==> config.mk <==
export PLATFORM = sky130hd
export DESIGN_NAME = api_transmit_frame_builder
export DESIGN_NICKNAME = d
export VERILOG_FILES = /design/src/rtl/core/afb_pkg.sv /design/src/rtl/core/afb_frame_seq.sv /design/src/rtl/core/afb_out_reg.sv /design/src/rtl/core/api_transmit_frame_builder.sv
export SDC_FILE = /design/constraint.sdc
export NUM_CORES = 1
export LEC_CHECK = 0
export ABC_CLOCK_PERIOD_IN_PS = 6700
export BUFFER_PORTS_ARGS = -buffer_cell sky130_fd_sc_hd__buf_4
export CAP_MARGIN = 10
export CORE_UTILIZATION = 56
export CTS_CLUSTER_DIAMETER = 50
export DETAILED_ROUTE_END_ITERATION = 10
export GPL_ROUTABILITY_DRIVEN = 0
export PLACE_DENSITY = 0.77
export SYNTH_ARGS = -nofsm -noshare
export SYNTH_HDL_FRONTEND = slang
export SYNTH_SLANG_ARGS = --single-unit
==> constraint.sdc <==
create_clock -name i_clk -period 6.7 [get_ports i_clk]
set_clock_uncertainty 0.05 [all_clocks]
set_input_delay 0.335 -clock i_clk [delete_from_list [all_inputs] [get_ports i_clk]]
set_output_delay 0.335 -clock i_clk [all_outputs]
set_load 0.005 [all_outputs]
==> src/rtl/core/afb_pkg.sv <==
package afb_pkg;

    // One input transaction: start of frame or one parameter byte.
    typedef struct packed {
        logic        action;
        logic [63:0] dest_address;
        logic [7:0]  command_byte;
        logic [7:0]  param_count;
        logic [7:0]  param_byte;
    } t_in_item;

    // One output transaction: one byte of the serialized frame.
    typedef struct packed {
        logic [7:0] out_byte;
        logic       frame_end;
    } t_out_item;

    // Action codes
    localparam logic ACT_START = 1'b0;
    localparam logic ACT_PARAM = 1'b1;

    // Fixed frame bytes
    localparam logic [7:0] SOF_BYTE   = 8'h7E;
    localparam logic [7:0] FRAME_TYPE = 8'h10;
    localparam logic [7:0] BCAST_HI   = 8'hFF;
    localparam logic [7:0] BCAST_LO   = 8'hFE;
    localparam logic [7:0] LEN_OFFSET = 8'd15;
    localparam logic [7:0] CKSUM_BASE = 8'hFF;

    // Byte positions within the emission of a start transaction
    localparam int unsigned POS_W = 5;
    localparam logic [POS_W-1:0] POS_SOF    = 5'd0;
    localparam logic [POS_W-1:0] POS_LEN_HI = 5'd1;
    localparam logic [POS_W-1:0] POS_LEN_LO = 5'd2;
    localparam logic [POS_W-1:0] POS_TYPE   = 5'd3;
    localparam logic [POS_W-1:0] POS_ID     = 5'd4;
    localparam logic [POS_W-1:0] POS_ADDR0  = 5'd5;
    localparam logic [POS_W-1:0] POS_ADDR7  = 5'd12;
    localparam logic [POS_W-1:0] POS_BC_HI  = 5'd13;
    localparam logic [POS_W-1:0] POS_BC_LO  = 5'd14;
    localparam logic [POS_W-1:0] POS_RADIUS = 5'd15;
    localparam logic [POS_W-1:0] POS_OPTS   = 5'd16;
    localparam logic [POS_W-1:0] POS_CMD    = 5'd17;
    localparam logic [POS_W-1:0] POS_CKSUM  = 5'd18;

    // Positions within the emission of a parameter transaction
    localparam logic [POS_W-1:0] POS_PARAM       = 5'd0;
    localparam logic [POS_W-1:0] POS_PARAM_CKSUM = 5'd1;

endpackage

==> src/rtl/core/afb_frame_seq.sv <==
module afb_frame_seq #(
    parameter int unsigned MAX_PARAM_BYTES = 240
) (
    input  logic               i_clk,
    input  logic               i_rst_n,
    input  afb_pkg::t_in_item  i_item,
    input  logic               i_item_vld,
    input  logic               i_can_take,
    output logic               o_push,
    output afb_pkg::t_out_item o_out,
    output logic               o_done
);

    localparam logic [7:0] MAX_CNT = 8'(MAX_PARAM_BYTES);

    logic [afb_pkg::POS_W-1:0] r_idx, n_idx;
    logic                      r_open, n_open;
    logic [7:0]                r_rem, n_rem;
    logic [7:0]                r_sum, n_sum;

    logic [7:0] w_cnt;
    logic [7:0] w_rem_dec;
    logic [2:0] w_sel;
    logic [2:0] w_rev;
    logic [7:0] w_byte;
    logic       w_emit;
    logic       w_last;
    logic       w_fire;

    assign w_cnt     = (i_item.param_count > MAX_CNT) ? MAX_CNT : i_item.param_count;
    assign w_rem_dec = (r_rem != 8'd0) ? (r_rem - 8'd1) : 8'd0;
    assign w_sel     = 3'(r_idx - afb_pkg::POS_ADDR0);
    assign w_rev     = 3'd7 - w_sel;

    always_comb begin
        w_byte = 8'h00;
        w_emit = 1'b1;
        w_last = 1'b0;
        if (i_item.action == afb_pkg::ACT_START) begin
            case (r_idx)
                afb_pkg::POS_SOF:    w_byte = afb_pkg::SOF_BYTE;
                afb_pkg::POS_LEN_HI: w_byte = 8'h00;
                afb_pkg::POS_LEN_LO: w_byte = w_cnt + afb_pkg::LEN_OFFSET;
                afb_pkg::POS_TYPE:   w_byte = afb_pkg::FRAME_TYPE;
                afb_pkg::POS_ID:     w_byte = 8'h00;
                afb_pkg::POS_BC_HI:  w_byte = afb_pkg::BCAST_HI;
                afb_pkg::POS_BC_LO:  w_byte = afb_pkg::BCAST_LO;
                afb_pkg::POS_RADIUS: w_byte = 8'h00;
                afb_pkg::POS_OPTS:   w_byte = 8'h00;
                afb_pkg::POS_CMD: begin
                    w_byte = i_item.command_byte;
                    w_last = (w_cnt != 8'd0);
                end
                afb_pkg::POS_CKSUM: begin
                    w_byte = afb_pkg::CKSUM_BASE - r_sum;
                    w_last = 1'b1;
                end
                default: begin
                    // address bytes, MSB first
                    w_byte = i_item.dest_address[{w_rev, 3'b000} +: 8];
                end
            endcase
        end else if (!r_open) begin
            // stray parameter byte: swallowed
            w_emit = 1'b0;
        end else if (r_idx == afb_pkg::POS_PARAM) begin
            w_byte = i_item.param_byte;
            w_last = (w_rem_dec != 8'd0);
        end else begin
            w_byte = afb_pkg::CKSUM_BASE - r_sum;
            w_last = 1'b1;
        end
    end

    assign w_fire   = i_item_vld && w_emit && i_can_take;
    assign o_push   = w_fire;
    assign o_done   = i_item_vld && (!w_emit || (i_can_take && w_last));

    always_comb begin
        o_out.out_byte  = w_byte;
        o_out.frame_end = 1'b0;
        if (i_item.action == afb_pkg::ACT_START) begin
            o_out.frame_end = (r_idx == afb_pkg::POS_CKSUM);
        end else begin
            o_out.frame_end = (r_idx == afb_pkg::POS_PARAM_CKSUM);
        end
    end

    always_comb begin
        n_idx  = r_idx;
        n_open = r_open;
        n_rem  = r_rem;
        n_sum  = r_sum;
        if (w_fire) begin
            n_idx = w_last ? '0 : r_idx + 5'd1;
            if (o_out.frame_end) begin
                n_open = 1'b0;
                n_rem  = 8'd0;
                n_sum  = 8'd0;
            end else if (i_item.action == afb_pkg::ACT_START) begin
                if (r_idx == afb_pkg::POS_SOF) begin
                    n_sum = 8'd0;
                end else if (r_idx inside {[afb_pkg::POS_TYPE:afb_pkg::POS_CMD]}) begin
                    n_sum = r_sum + w_byte;
                end
                if (r_idx == afb_pkg::POS_CMD) begin
                    n_open = 1'b1;
                    n_rem  = w_cnt;
                end
            end else begin
                n_sum = r_sum + w_byte;
                n_rem = w_rem_dec;
            end
        end
    end

    always_ff @(posedge i_clk) begin
        if (!i_rst_n) begin
            r_idx  <= '0;
            r_open <= 1'b0;
            r_rem  <= 8'd0;
            r_sum  <= 8'd0;
        end else begin
            r_idx  <= n_idx;
            r_open <= n_open;
            r_rem  <= n_rem;
            r_sum  <= n_sum;
        end
    end

endmodule

==> src/rtl/core/afb_out_reg.sv <==
module afb_out_reg (
    input  logic               i_clk,
    input  logic               i_rst_n,
    input  logic               i_push,
    input  afb_pkg::t_out_item i_data,
    output logic               o_can_take,
    output logic               o_valid,
    input  logic               i_ready,
    output afb_pkg::t_out_item o_data
);

    logic               r_vld;
    afb_pkg::t_out_item r_data;

    assign o_can_take = !r_vld || i_ready;
    assign o_valid    = r_vld;
    assign o_data     = r_data;

    always_ff @(posedge i_clk) begin
        if (!i_rst_n) begin
            r_vld <= 1'b0;
        end else if (i_push) begin
            r_vld <= 1'b1;
        end else if (i_ready) begin
            r_vld <= 1'b0;
        end
    end

    always_ff @(posedge i_clk) begin
        if (i_push) begin
            r_data <= i_data;
        end
    end

endmodule

==> src/rtl/core/api_transmit_frame_builder.sv <==
// The input transaction is first taken into the input holding register; its bytes then pass
// through the output register. A start transaction emits 18 bytes (19 with zero
// parameters); a parameter byte emits one byte, two when it is the last (checksum follows);
// a stray parameter byte is dropped with no output. One output byte per cycle at most.
// Reset: synchronous active-low i_rst_n clears all valid flags and frame state.
module api_transmit_frame_builder #(
    parameter int unsigned MAX_PARAM_BYTES = 240
) (
    input  logic               i_clk,
    input  logic               i_rst_n,
    // input channel
    input  logic               i_in_valid,
    output logic               o_in_ready,
    input  afb_pkg::t_in_item  i_in_data,
    // output channel
    output logic               o_out_valid,
    input  logic               i_out_ready,
    output afb_pkg::t_out_item o_out_data
);

    // Input holding register. The held transaction stays here while the
    // sequencer walks its bytes; it frees up in the same cycle its last byte
    // goes into the output register, so a new transaction can be taken back
    // to back with no bubble.
    logic               r_item_vld;
    afb_pkg::t_in_item  r_item;

    // Sequencer <-> output register
    logic               w_push;
    logic               w_can_take;
    logic               w_done;
    afb_pkg::t_out_item w_seq_out;

    assign o_in_ready = !r_item_vld || w_done;

    always_ff @(posedge i_clk) begin
        if (!i_rst_n) begin
            r_item_vld <= 1'b0;
        end else if (i_in_valid && o_in_ready) begin
            r_item_vld <= 1'b1;
        end else if (w_done) begin
            r_item_vld <= 1'b0;
        end
    end

    always_ff @(posedge i_clk) begin
        if (i_in_valid && o_in_ready) begin
            r_item <= i_in_data;
        end
    end

    // Byte sequencer: picks the byte for the current position, keeps the
    // running checksum, the open-frame flag and the parameter countdown.
    afb_frame_seq #(
        .MAX_PARAM_BYTES(MAX_PARAM_BYTES)
    ) u_seq (
        .i_clk     (i_clk),
        .i_rst_n   (i_rst_n),
        .i_item    (r_item),
        .i_item_vld(r_item_vld),
        .i_can_take(w_can_take),
        .o_push    (w_push),
        .o_out     (w_seq_out),
        .o_done    (w_done)
    );

    // Output register: holds each byte for the downstream; its ready to the sequencer follows
    // the downstream ready combinationally, so it keeps accepting while the downstream is draining.
    afb_out_reg u_out (
        .i_clk     (i_clk),
        .i_rst_n   (i_rst_n),
        .i_push    (w_push),
        .i_data    (w_seq_out),
        .o_can_take(w_can_take),
        .o_valid   (o_out_valid),
        .i_ready   (i_out_ready),
        .o_data    (o_out_data)
    );

endmodule
Yosys cells after proc, flatten, opt, wreduce, memory -nomap -nowiden
Cells that the tools add are included.
- register bits: 122
- latch bits: 0
- bits in writable memories: 0
- memory bits (read-only): 0
- output and inout port bits: 11
- logic and storage cells: 88
- memories kept: 0
- add/sub/neg operators: 7
- multipliers: 0
- divide/modulo/power cells: 0
- order comparisons: 3
- equality and inequality tests: 11
- shifts and indexed selects: 1
- mux-type cells: 28
- bitwise logic cells: 0
- reductions and logical operators: 25
- operators by type and width (operator ; count):
    8-bit two-way mux ; 12
    8-bit one-hot mux with 8 select lines ; 1
    64-bit by 7-bit indexed part select with 8-bit output ; 1
    8-bit nonzero test ; 3
    5-bit by 4-bit == test with 1-bit output (second input constant) ; 3
    5-bit == test (second input constant) ; 3
    1-bit two-way mux ; 13
    5-bit by 2-bit == test with 1-bit output (second input constant) ; 2
    8-bit by 4-bit adder with 8-bit output (second input constant) ; 1
    8-bit adder ; 1
    8-bit > comparator (second input constant) ; 1
    8-bit by 1-bit subtractor with 8-bit output (second input constant) ; 1
    8-bit subtractor (first input constant) ; 1
    1-bit logical AND ; 6
    2-bit nonzero test ; 3
    5-bit by 1-bit adder with 5-bit output (second input constant) ; 1
    5-bit by 1-bit == test with 1-bit output (second input constant) ; 1
    5-bit by 3-bit == test with 1-bit output (second input constant) ; 1
    5-bit by 2-bit greater-or-equal comparator with 1-bit output (second input constant) ; 1
    5-bit <= comparator (second input constant) ; 1
    5-bit zero test ; 1
    5-bit two-way mux ; 1
    2-bit AND reduction ; 2
    4-bit nonzero test ; 1
    other kinds (9) ; 13

Longest topological paths before layout
- depth after elaboration: 12
- depth in mapped cells: 21
- mapped depth without buffers: 18

Modules after synthesis
A second synthesis with hierarchy kept.
- cells, all modules: 453
- area total of the unflattened synthesis: 5801.8 µm²
- modules (own cells, without submodules) (module ; instances ; cells an instance ; area each (µm²) ; sequential area each (µm²)):
    afb_frame_seq ; 1 ; 346 ; 2752.6 ; 440.4
    api_transmit_frame_builder ; 1 ; 94 ; 2730.1 ; 2692.6
    afb_out_reg ; 1 ; 13 ; 319.1 ; 290.3

Worst setup path before layout
Ideal clock, no wire load.
- kind: flip-flop to flip-flop
- from: reg u_seq.r_idx[0] (netlist bit)
- to: reg u_seq.r_sum[6]
- arrival time: 4.851 ns
- slack: 1.728 ns
- cell stages (with the launch flop): 22
- path buffers: 3
- period minus slack after synthesis: 4.972 ns
- cell sequence: dfxtp_1 > buf_1 > buf_2 > inv_1 > ha_1 > buf_4 > mux2_2 > a31o_2 > or2_2 > a21oi_1 > a221oi_1 > a21oi_1 > ha_1 > inv_1 > fa_1 > nor2b_1 > o21ai_0 > a21boi_0 > o21a_1 > nor3_1 > or4b_1 > a21oi_1
- RTL lines (element ; RTL line ; RTL):
    start: declaration ; afb_frame_seq.sv:16 ; logic [afb_pkg::POS_W-1:0] r_idx, n_idx;
    start signal: assignment ; afb_frame_seq.sv:124 ; r_idx <= n_idx;
    end signal: assignment ; afb_frame_seq.sv:127 ; r_sum <= n_sum;
    end: declaration ; afb_frame_seq.sv:19 ; logic [7:0] r_sum, n_sum;

==> qor_table.md <==
| Metric | Value |
|:---|:---|
| Main combinational cell family by area after synthesis | compound AO/OA/AOI/OAI gates |
| Cell row count | 36 |
| Die extent in x | 104.2 um |
| Vias in the first global route | 5080 |
| Input/output buffers | 103 |
| Cell type with the largest total area after synthesis | sky130_fd_sc_hd__edfxtp_1 |
| Number of clock sinks | 122 |
| Fraction of the mapped netlist area in simple logic gates | 0.1162 |
| Iter 0 DRT Violations | 588 |
| Total power | 0.002049 W |
| Setup TNS Final | 0 ns |
| Yosys warning total | 0 |
| Top area cells in the synthesized netlist | sky130_fd_sc_hd__edfxtp_1 50%, sky130_fd_sc_hd__dfxtp_1 8.2%, sky130_fd_sc_hd__mux4_2 6.2% |
| Final hold violation count | 0 |
| Clock transition time at the flip-flop clock pins of the worst setup and hold paths | 0.06 ns |
| Pre-antenna DRT Iters | 7 |
| CP cell instances | inv_1 > ha_1 > mux2_2 > a31o_2 > or2_2 > a21oi_1 > a221oi_1 > a21oi_1 > ha_1 > inv_1 > fa_1 > nor2b_1 > o21ai_0 > a21boi_0 > o21a_1 > nor3_1 > or4b_1 > a21oi_1 |
| Synthesized net count | 579 |
| Buf+Inv Stages, Crit Path | 2 |
| Type of the worst setup path | flip-flop to flip-flop |
| Total die area | 10850 um2 |
| HPWL after DPL | 9356 um |
| Dominant register cell in the synthesized netlist | sky130_fd_sc_hd__edfxtp_1 |
| Largest net degree at the start of global routing | 73 |
| Worst Tran Pin Value | 1.067 ns |
| Fraction of the mapped netlist area in compound gates | 0.1230 |
| Avg Inst Size Synth | 12.47 um2 |
| Initial Utilization | 0.5874 |
| Pleak | 3.078 nW |
| Post-synthesis sequential element count | 122 |
| Sequential share of the synthesized area | 0.5855 |
| Worst supply voltage drop on vdd | 0.1832 mV |
| Average wire length per cell after detail routing | 22.62 um |
| Layout-stage area growth over the synthesis result | 39.67% |
| Most frequent CP cell | sky130_fd_sc_hd__a21oi_1 |
| Area share of xor/xnor cells in the synthesized design | 0.02268 |
| Hold WC Path Type | input port to flip-flop |
| Signal arrival time at the worst endpoint | 5.39 ns |
| Count leader, synth | sky130_fd_sc_hd__edfxtp_1 |
| Critical path's top delay family | compound AO/OA/AOI/OAI gates |
| Number of nets with antenna violations after detailed routing | 0 |
| Max-slew violation count | 0 |
| Via density per instance | 6.216 |
| Crit end category | flip-flop |
| Cells after Synth | 469 |
| Total length of routed wires | 18190 um |
| Post-Syn Area | 5847 um2 |
| DRC viols | 0 |
| Sequential cell area | 3423 um2 |
| Adder-cell share of the synthesized area | 0.03766 |
| Number of nets in the layout | 768 |
| Number of fill cells in the layout | 487 |
| Clock Tree Buf Depth | 2 |
| Max Fclk | 200.8 MHz |
| Post-synthesis cell type count | 64 |
| Total grt overflow | 0 |
| Area fraction of the dominant cell type after synthesis | 0.5033 |
| Count of maximum capacitance violations | 0 |
| Setup repair after global routing missed its margin | false |
| Die Span Y | 104.2 um |
| Number of levels the H-tree was split into | 4 |
| Global-route usage over all layers | 0.3543 |
| Setup-violating endpoint count in the final report | 0 |
| Placeable Area | 9955 um2 |
| Top-level port count | 104 |
| Post-synth EDFFs | 98 |
| Cell with the largest stage delay on the worst path | sky130_fd_sc_hd__or4b_1 |
| Insertion delay to the later sink of the worst-skew pair | 0.54 ns |
| Ranking of synthesized cells by instance count | 98 x sky130_fd_sc_hd__edfxtp_1, 36 x sky130_fd_sc_hd__nor2_1, 33 x sky130_fd_sc_hd__nand2_1 |
| Clock tree from TritonCTS | built |
| Delay of the slowest cell on the worst path | 0.47 ns |
| Period minus WS final | 4.980 ns |
| Diodes inserted | 0 |
| Layout cell share with drive strength beyond 1 | 0.2474 |
| Worst path required time | 7.11 ns |
| Asr flop ratio synth | 0 |
| Share of synthesized area spent on multiplexers | 0.08389 |
| Startpoint type of the worst setup path | flip-flop |
| Antenna violations before repair | 0 |
| First-pass GRT wire length | 28790 um |
| Pwr dens | 250.9 nW/um2 |
| Final period util | 0.7432 |
| Via Count | 4998 |
| Status | completed |
| Root Buffer Master | sky130_fd_sc_hd__clkbuf_8 |
| Headroom to the max-slew limit | 0.2836 |
| Max Fanout on Critical Path | 9 |
| Footprint of the multi-input gates | 2245 um2 |
| CTS buffer count | 17 |
| Post-cts gate resize count | 0 |
==> stage by stage <==
step                cell area (um2)  instances  setup WS, ns  hold WS, ns  utilization
floorplan                      5847        469         1.728       0.3839            -
global placement               6701        682         2.247       0.4409       0.6732
CTS                            8167        804         1.864      0.06750       0.8204
detailed placement             6701        682         2.026       0.4523       0.6732
finish                         8167        804         1.720      0.08226       0.8204
global route                   8167        804         1.476       0.1076       0.8204
==> logic make-up (layout without fill, tap and decap cells) <==
family | Yosys count | after routing
AOI/OAI and AO/OA | 110 | 110
xor gates and xnor gates | 13 | 13
adders and majority gates | 17 | 17
buffers and inverters | 45 | 247
DFF | 122 | 122
muxes | 28 | 28
and+or+nand+nor | 134 | 134
==> worst paths after layout <==
check	slack, ns	cells past startpoint	end	startpoint
worst max-delay path	1.72	18	u_seq.r_sum[6]$_SDFFE_PN0P_	u_seq.r_idx[0]$_SDFFE_PN0P_
worst min-delay path	0.08	3	u_seq.r_idx[4]$_SDFFE_PN0P_	i_rst_n
worst max register to register	1.72	18	u_seq.r_sum[6]$_SDFFE_PN0P_	u_seq.r_idx[0]$_SDFFE_PN0P_
worst min register to register	0.47	2	u_seq.r_sum[6]$_SDFFE_PN0P_	u_seq.r_sum[6]$_SDFFE_PN0P_
==> worst register-to-register path, cell delays in order (launching register included) <==
cell	delay (ns)
sky130_fd_sc_hd__dfxtp_1	0.46
sky130_fd_sc_hd__inv_1	0.14
sky130_fd_sc_hd__ha_1	0.37
sky130_fd_sc_hd__mux2_2	0.32
sky130_fd_sc_hd__a31o_2	0.26
sky130_fd_sc_hd__or2_2	0.31
sky130_fd_sc_hd__a21oi_1	0.44
sky130_fd_sc_hd__a221oi_1	0.15
sky130_fd_sc_hd__a21oi_1	0.22
sky130_fd_sc_hd__ha_1	0.22
sky130_fd_sc_hd__inv_1	0.07
sky130_fd_sc_hd__fa_1	0.41
sky130_fd_sc_hd__nor2b_1	0.22
sky130_fd_sc_hd__o21ai_0	0.15
sky130_fd_sc_hd__a21boi_0	0.31
sky130_fd_sc_hd__o21a_1	0.17
sky130_fd_sc_hd__nor3_1	0.04
sky130_fd_sc_hd__or4b_1	0.47
sky130_fd_sc_hd__a21oi_1	0.14
==> where the power goes <==
part	total (W)	leakage (nW)	switching (W)	internal, W
logic	0.000256	1.68	0.000123	0.000134
registers	0.000893	1.14	0.0000265	0.000867
clock network	0.000900	0.262	0.000369	0.000530
==> layout by cell type, fill, tap and decap left out, drive strengths merged, types with 18 or more instances in the layout <==
cell type    instances
a21oi               26
buf                106
clkbuf              18
dfxtp               24
dlygate4sd3         90
edfxtp              98
inv                 22
nand2               33
nor2                36
o21ai               22
==> per-layer routing <==
metal  vias to the layer above  part of all wire  GRT usage
met1                      2317              0.38     0.4512
met2                       407              0.48     0.5762
met4                         0             0.036     0.1327
met5                         -                 0          0
met3                        78              0.11     0.1028
li1                       2196                 -          -
==> flip-flops by register name, indices dropped and copies added, names as in the netlist <==
| signal | cells |
|---|---|
| r_item | 89 |
| u_out.o_data | 9 |
| u_seq.r_rem | 8 |
| u_seq.r_sum | 8 |
| u_seq.r_idx | 5 |
| r_item_vld | 1 |
| u_out.o_valid | 1 |
| u_seq.r_open | 1 |
==> cell type report <==
class                   instances  share of cell area
multi-input cells             302              0.2749
inverters                      19            0.008733
clock buffers                  18             0.05117
clock inverters                14             0.01793
well taps                     133             0.02038
flip-flops and latches        122              0.4192
repair buffers                196              0.2078
==> what timing repair did <==
item,CTS,global route
hold buffers,90,0
endpoints found under the setup margin,0,0
setup buffers,0,0
hold endpoints to repair,90,0
(Power assumes the default switching activity.)
